`src/csa_pkg.sv`:
```
package csa_pkg;

  localparam logic [2:0] CMD_SUBMIT   = 3'd0;
  localparam logic [2:0] CMD_TICK     = 3'd1;
  localparam logic [2:0] CMD_CLR_SRC  = 3'd2;
  localparam logic [2:0] CMD_CLR_ALL  = 3'd3;
  localparam logic [2:0] CMD_OVERRIDE = 3'd4;

  localparam logic [2:0] CFG_DEFAULT_KIND = 3'd0;
  localparam logic [2:0] CFG_HOLD_WINDOW  = 3'd1;
  localparam logic [2:0] CFG_LOC_PRESENT  = 3'd2;
  localparam logic [2:0] CFG_ATT_PRESENT  = 3'd3;
  localparam logic [2:0] CFG_LOC_WORD     = 3'd4;
  localparam logic [2:0] CFG_ATT_WORD     = 3'd5;

  localparam logic signed [15:0] FAILSAFE_PRIO = -16'sd1;

  typedef struct packed {
    logic [2:0]         cmd;
    logic [2:0]         source_id;
    logic               cmd_kind;
    logic signed [15:0] prio;
    logic [31:0]        stamp;
    logic [31:0]        ttl;
    logic               preemptive;
    logic [31:0]        hold_min;
    logic [63:0]        payload;
    logic [31:0]        now;
  } in_item_t;

  typedef struct packed {
    logic               emit;
    logic               out_kind;
    logic               from_failsafe;
    logic [2:0]         winner_src;
    logic signed [15:0] win_prio;
    logic [63:0]        out_payload;
  } out_item_t;

  typedef enum logic [2:0] {
    ST_IDLE,
    ST_EXEC,
    ST_RD_WIN,
    ST_SCAN,
    ST_DRAIN,
    ST_DECIDE
  } state_t;

  typedef struct packed {
    logic latch;
    logic exec;
    logic rd_win;
    logic rd_scan;
    logic decide;
  } ctrl_cmd_t;

  typedef struct packed {
    logic is_tick;
    logic scan_last;
  } dp_status_t;

endpackage

```
`src/csa_ctrl.sv`:
```
module csa_ctrl import csa_pkg::*; (
  input  logic       clk,
  input  logic       rst_n,
  input  logic       start,
  input  dp_status_t status,
  output logic       busy,
  output ctrl_cmd_t  ctrl
);

  state_t state_r, state_nxt;

  always_ff @(posedge clk) begin
    if (!rst_n) begin
      state_r <= ST_IDLE;
    end else begin
      state_r <= state_nxt;
    end
  end

  always_comb begin
    state_nxt = state_r;
    unique case (state_r)
      ST_IDLE:   if (start) state_nxt = ST_EXEC;
      ST_EXEC:   state_nxt = status.is_tick ? ST_RD_WIN : ST_IDLE;
      ST_RD_WIN: state_nxt = ST_SCAN;
      ST_SCAN:   if (status.scan_last) state_nxt = ST_DRAIN;
      ST_DRAIN:  state_nxt = ST_DECIDE;
      ST_DECIDE: state_nxt = ST_IDLE;
      default:   state_nxt = ST_IDLE;
    endcase
  end

  always_comb begin
    busy         = (state_r != ST_IDLE);
    ctrl         = '0;
    ctrl.latch   = (state_r == ST_IDLE) && start;
    ctrl.exec    = (state_r == ST_EXEC);
    ctrl.rd_win  = (state_r == ST_RD_WIN);
    ctrl.rd_scan = (state_r == ST_SCAN);
    ctrl.decide  = (state_r == ST_DECIDE);
  end

endmodule

```
`config.mk`:
```
export PLATFORM = sky130hd
export DESIGN_NAME = csa_ctrl
export DESIGN_NICKNAME = d
export VERILOG_FILES = /design/src/csa_pkg.sv /design/src/csa_ctrl.sv
export SDC_FILE = /design/constraint.sdc
export NUM_CORES = 1
export LEC_CHECK = 0
export BUFFER_PORTS_ARGS = -buffer_cell sky130_fd_sc_hd__buf_2
export CORE_AREA = 2 2 39 41
export CTS_BUF_LIST = sky130_fd_sc_hd__clkbuf_8
export DETAILED_ROUTE_END_ITERATION = 8
export DIE_AREA = 0 0 41 43
export GPL_ROUTABILITY_DRIVEN = 0
export PLACE_DENSITY = 0.41
export SLEW_MARGIN = 25
export SYNTH_ARGS = -nofsm -noshare
export SYNTH_HDL_FRONTEND = slang
export SYNTH_SLANG_ARGS = --single-unit
```
`constraint.sdc`:
```
create_clock -name clk -period 1 [get_ports clk]
set_input_delay 0.05 -clock clk [delete_from_list [all_inputs] [get_ports clk]]
set_output_delay 0.05 -clock clk [all_outputs]
set_load 0.05 [all_outputs]
```
==> results by group <==
Final layout
  • Largest reg by FF count: state_r
  • Largest regs: state_r (3)
  • Most common cell after layout, fill and taps aside: buf_6
  • Share of cells above drive strength 1: 0.6842
  • Max reg flops: 3
  • Final core utilization: 0.3011
  • Fin nets: 44
  • Most frequent cells in the layout: 6 x buf_6, 5 x buf_2, 3 x clkbuf_8
  • Final Cell Area: 416.7 um2
  • ANT cells: 0
  • Area grow syn2layout: 90.29%

Synthesis
  • Dominant synthesized flop cell: dfxtp_1
  • Sequential area share after synthesis: 0.2743
  • EDFF count, synth: 0
  • Asr flop ratio synth: 0
  • Cell taking the most area after synthesis: dfxtp_1
  • Post-synthesis cell type count: 19
  • Synth warn: 0
  • Synth area leaders: dfxtp_1 27%, and3b_1 8.0%, nor3b_1 6.9%
  • Share of the synthesized area in the top cell type: 0.2743
  • Syn Nets: 28
  • Most frequent cells after synthesis: 3 x dfxtp_1, 2 x and3b_1, 2 x nor3b_1
  • Syn avg cell area: 9.520 um2
  • Flops & latches, synth: 3
  • Cell count after synthesis: 23
  • Syn Std Cell Area: 219.0 um2
  • Top-count cell post-synth: dfxtp_1

STA
  • Post-route clock skew: 0.2686 ps
  • Slew Viols, Final: 0
  • Setup_tns: -835.4 ps
  • RSZ-0062 raised after global routing: true
  • Fmax: 0.8356 GHz
  • Slew at the pin closest to its max-slew limit: 249.9 ps
  • Slew headroom: 0.8345
  • Setup slack after layout: -196.7 ps
  • Final Hold Vio Count: 0
  • Tcrit/Tclk final: 1.197
  • Post-route minimum period: 1197 ps
  • Final setup violation count: 7

Floorplanning
  • Placeable Area: 1384 um2
  • Ports: 11
  • Die X: 41 um
  • Die span in y: 43 um
  • Initial core utilization: 0.1582
  • Row count: 14
  • Die ar.: 1763 um2

Pwr
  • Overall power: 0.6528 mW
  • Power density over the cells: 1567 nW/um2
  • Max VDD drop: 0.0007500 V
  • Leak: 0.1924 nW

Global route
  • Global Route Usage Sum: 0.08325
  • Global-route wire length before repair: 924 um
  • Vias in the first global route: 223
  • Initial antenna violation count: 0
  • Largest net degree at the start of global routing: 11
  • Total gr overflow: 0

Detailed routing
  • Wirelength per Cell: 9.315 um
  • Drt first-iter violations: 5
  • DRC: 0
  • Pre-antenna DRT Iters: 3
  • Number of vias in the routed layout: 211
  • Vias per cell: 3.907
  • Final WL: 503 um
  • Antenna-violating nets left: 0

Worst setup path
  • Reg2reg path depth: 3
  • Worst Path Required: 950 ps
  • Critical path arrival: 1150 ps
  • CP Launch Type: register
  • Kind of critical path: register to primary output
  • Crit Path Max Fanout: 2
  • Setup crit end kind: primary output

CTS
  • Worst-Skew Late Latency: 210 ps
  • Clock sinks: 3
  • Worst-path clk slew: 30 ps
  • Hold buffer count at CTS: 0
  • CTS tree: yes
  • CTS buffer count: 3
  • CTS Buffer Depth: 2
  • Htree depth: 1
  • CTS Root Cell: clkbuf_8

Job
  • Maxcap violations: 0

Hold path
  • Hold depth: 2
  • Min-Delay Path Class: input pin to register

Run status
  • Violated checks: setup timing
  • Status: complete, but fails checks

Place
  • DP Worst Slack: -66.40 ps
  • Placed inst area: 302.8 um2
  • PortBufs: 10
-- cells by family (layout without fill, tap and decap cells) --
logic type / Yosys count / in the layout / synth area share
AO/OA/AOI/OAI: 6 / 6 / 0.2286
flip-flops: 3 / 3 / 0.2743
AND/OR/NAND/NOR: 10 / 10 / 0.3715
buffers and inverters: 4 / 19 / 0.1257
-- worst max-delay path, stage by stage (launching register included) --
cell,delay (ps)
dfxtp_1,300
or3_4,390
nor2_4,100
buf_8,150
-- worst paths after layout --
kind	endpoint	slack (ps)	from
worst max register to register	state_r[2]	-40	state_r[1]
worst min register to register	state_r[1]	570	state_r[2]
worst max-delay path	ctrl[4]	-200	state_r[1]
worst min-delay path	state_r[0]	100	rst_n
-- routing by layer --
layer / track usage / share of wire
met1: 0.08013 / 0.43
met2: 0.1156 / 0.45
met3: 0.06283 / 0.11
met4: 0.06000 / 0.012
met5: 0 / 0
-- cell type report --
| cell class | count | area [um2] |
|---|---|---|
| Clock inverter | 1 | 3.754 |
| Timing Repair Buffer | 14 | 122.6 |
| Inverter | 1 | 3.754 |
| Multi-Input combinational cell | 16 | 162.7 |
| Fill cell | 151 | 967.2 |
| Clock buffer | 3 | 41.29 |
| Tap cell | 16 | 20.02 |
| Sequential cell | 3 | 62.56 |
-- stage by stage --
stage                     hold WS (ps)  std cells
after floorplan                  179.3         23
final                            98.54         54
after global routing             106.6         54
after CTS                        104.2         54
after global placement           318.5         49
after detailed placement         329.6         49
-- repair_timing --
item / 4_1_cts / 5_1_grt
resized for setup: 15 / 3
buffers inserted: 1 / 0
setup endpoints to repair: 7 / 8
-- report_power, final --
group	leakage, nW	internal, mW	switching [mW]	total [mW]
Clock	0.0269	0.261	0.0736	0.334
Sequential	0.0253	0.128	0.00387	0.132
Combinational	0.140	0.0822	0.105	0.187
Total	0.192	0.471	0.182	0.653
(Power assumes the default switching activity.)
